==> config.mk <==
export PLATFORM = sky130hd
export DESIGN_NAME = ms_ram
export DESIGN_NICKNAME = d
export VERILOG_FILES = /design/src/design/ms_ram.sv
export SDC_FILE = /design/constraint.sdc
export NUM_CORES = 2
export LEC_CHECK = 0
export BUFFER_PORTS_ARGS = -buffer_cell sky130_fd_sc_hd__clkbuf_2
export CORE_MARGIN = 10
export CORE_UTILIZATION = 60
export DETAILED_ROUTE_END_ITERATION = 16
export PLACE_DENSITY = 0.76
export SYNTH_ARGS = -nofsm -noshare
export SYNTH_HDL_FRONTEND = slang
export SYNTH_SLANG_ARGS = --single-unit
==> constraint.sdc <==
create_clock -name clk -period 7.49 [get_ports clk]
set_input_delay 0.3745 -clock clk [delete_from_list [all_inputs] [get_ports clk]]
set_output_delay 0.3745 -clock clk [all_outputs]
set_load 0.05 [all_outputs]
==> src/design/ms_ram.sv <==
// Generic synchronous RAM: one write port, two registered read ports.
module ms_ram #(
    parameter int WIDTH = 32,
    parameter int DEPTH = 64
) (
    input  logic                     clk,
    input  logic                     we,
    input  logic [$clog2(DEPTH)-1:0] waddr,
    input  logic [WIDTH-1:0]         wdata,
    input  logic [$clog2(DEPTH)-1:0] raddr_a,
    input  logic [$clog2(DEPTH)-1:0] raddr_b,
    output logic [WIDTH-1:0]         rdata_a,
    output logic [WIDTH-1:0]         rdata_b
);

    logic [WIDTH-1:0] mem [DEPTH];

    always_ff @(posedge clk)
    begin
        if (we)
        begin
            mem[waddr] <= wdata;
        end
        rdata_a <= mem[raddr_a];
        rdata_b <= mem[raddr_b];
    end

endmodule

==> flow_metrics.tcl <==
set metrics [dict create \
    arrival_ps 4420 \
    die_h_um 419 \
    grt.overflow.total 0 \
    skew_ps 33.9 \
    dieWidth_um 419 \
    setup_tns_ps 0 \
    viasPerCell 7.76 \
    clkTransAtPathRegs_ps 60 \
    power_density_nw_per_um2 245 \
    async_flop_share_pct 0 \
    reg2reg_slack_ps 4820 \
    grt_pass1_wl_um 402000 \
    cts_buffers 203 \
    relSlewSlack_pct 4.71 \
    path_buf_inv 3 \
    synth_top_area_share_pct 64.3 \
    dp_hpwl_um 155000 \
    postLayoutCoreUtil_pct 66.7 \
    antenna_left 0 \
    syn_to_final_growth_pct 10.4 \
    drv_slew 0 \
    fmax_ghz 0.274 \
    routed_wl_um 284000 \
    grt_pass1_vias 53300 \
    tightest_slew_ps 1430 \
    drt_pass1_iterations 6 \
    setup_viol 0 \
    min_path_type "in2reg" \
    synth.most_common_cell "edfxtp_1" \
    path_delay_family "buffers and inverters" \
    ioPinCount 116 \
    vias 52600 \
    clock_path_buffers 3 \
    cp_slowest_stage_delay_ps 950 \
    initial_utilization_pct 60.4 \
    track_usage_pct 32.6 \
    core_area_um2 158000 \
    hold_violations 0 \
    fillers 9708 \
    drc 0 \
    clock_latency_ps 860 \
    hp-start "wdata[31]" \
    worstPathRequired_ps 8250 \
    cp-start-kind "input port" \
    path_max_fanout 71 \
    gp_congestion 0.853 \
    syn_nets 4464 \
    ys_seq_elements 2112 \
    worst_slack_ps 3840 \
    ctsResizeCount 0 \
    r2r_cells 4 \
    cts_root_buf "clkbuf_16" \
    critical_path.cell_chain "buf_8 > buf_12 > buf_4 > mux4_2 > o221ai_1 > a21oi_1 > nor2_1 > o22ai_1" \
    syn-instance-count 4412 \
    wl_per_cell_um 42.0 \
    grt_max_degree 116 \
    synth-edff-count 2048 \
    final_net_count 4574 \
    maxCapViolations 0 \
    holdPathEnd "mem[57][31]" \
    reg2reg_to "rdata_b[16]" \
    ys_top_cells_by_count "edfxtp_1 (2,048), mux4_2 (1,124), mux2i_1 (204)" \
    yosysSeqAreaShare_pct 65.6 \
    crit_slowest_cell "a21oi_1" \
    synth_cell_types 38 \
    rr_startpoint "mem[31][16]" \
    timing.hold.ws_ps 172 \
    clkSinkCount 2112 \
    p_leak_nw 33.1 \
    synth_ff_type "edfxtp_1" \
    netlist_area_um2 95700 \
    die-area_um2 176000 \
    h-tree-depth 4 \
    min_period_ps 3650 \
    place_ws_ps 3340 \
    status "finished clean" \
    synth_area_leaders "edfxtp_1 (64%), mux4_2 (26%), mux2i_1 (2.1%)" \
    path_class "in2reg" \
    cts_tree "yes" \
    ys_warn_count 0 \
    drt_iter0_markers 8850 \
    yosys.area.top_type "edfxtp_1" \
    fin_crit_sh_pct 48.8 \
    port_buffers 115 \
    ir_worst_vdd_mv 0.239 \
    placementRows 146 \
    drive_above_1_share_pct 38.2 \
    syn_area_per_cell_um2 21.7 \
    antenna_found_initial 28 \
    rsz0062_at_grt "false" \
    endpoint_kind "flip-flop" \
    min_path_cells 2 \
]
[layout by cell type, fill, tap and decap left out, types with 16 or more instances in the layout]
master and n:
edfxtp_1 2048, mux4_2 1124, clkbuf_16 207, mux2i_1 204, buf_4 123, clkbuf_2 105, nand2_1 92, a22oi_1 85
dfxtp_1 64, nor2_4 63, a21oi_1 58, o22ai_1 56, clkbuf_1 53, clkinv_2 41, mux2_2 36, nor2_1 31
o21ai_1 31, o211ai_1 27, clkinv_1 23, bufinv_16 22, o21ai_0 18, clkbuf_8 18, o221ai_1 16, buf_12 16
[registers in the layout, summed over array words and instances (netlist names)]
| signal | cells |
|---|---|
| rdata_a | 32 |
| rdata_b | 32 |
| mem | 2048 |
[per-layer routing]
metal  track usage (%)  routed length, um  vias up
met2              48.4             130000     4413
met1              44.5              94700    27600
li1                  -                  -    19700
met3              11.5              45300      817
met4              13.7              14600       20
met5                 0                126        -
[logic make-up (layout without fill, tap and decap cells)]
| family | count (synthesis) | after routing | share of synthesized area, % |
|---|---|---|---|
| AOI/OAI and AO/OA | 340 | 340 | 2.39 |
| and+or+nand+nor | 248 | 248 | 1.13 |
| buffers and inverters | 348 | 633 | 1.83 |
| muxes | 1364 | 1364 | 29.0 |
| other | 0 | 7 | 0 |
| DFF | 2112 | 2112 | 65.6 |
[how the worst max path moves through the flow]
stage          startpoint          end  depth (start not counted)
3_3_place_gp   raddr_a[2]  rdata_a[19]                          8
2_1_floorplan    waddr[3]   mem[48][0]                          4
3_5_place_dp   raddr_a[2]  rdata_a[19]                          8
4_1_cts        raddr_a[2]  rdata_a[19]                          8
6_report       raddr_a[2]  rdata_a[19]                          8
5_1_grt        raddr_a[2]  rdata_a[19]                          8
[metrics by stage]
| stage | instances | total power, W | instance area [um^2] |
|---|---|---|---|
| floorplan | 4412 | 0.0148 | 95700 |
| global placement | 6388 | 0.0156 | 98900 |
| detailed placement | 6388 | 0.0156 | 98900 |
| CTS | 6769 | 0.0259 | 106000 |
| global route | 6772 | 0.0265 | 106000 |
| finish | 6776 | 0.0258 | 106000 |
[report_power, final]
group | switching, W | leakage [nW] | internal, W
sequential | 0.000109 | 19.0 | 0.0131
clock | 0.00441 | 3.30 | 0.00600
combinational | 0.00139 | 10.9 | 0.000842
[final cells by class]
type	instances	area [um^2]	share of cell area, %
Inverter	1	3.75	0.00355
Sequential cell	2112	62800	59.4
Multi-Input combinational cell	1952	31600	30.0
Antenna cell	7	17.5	0.0166
Timing Repair Buffer	252	1880	1.78
Clock inverter	102	1100	1.04
Clock buffer	278	5630	5.33
Tap cell	2072	2590	2.45
[timing repair]
action	CTS	global route
setup buffers	0	0
hold buffers	1	0
endpoints found under the hold margin	2	0
Note: power is estimated with default switching activity, not from simulation.
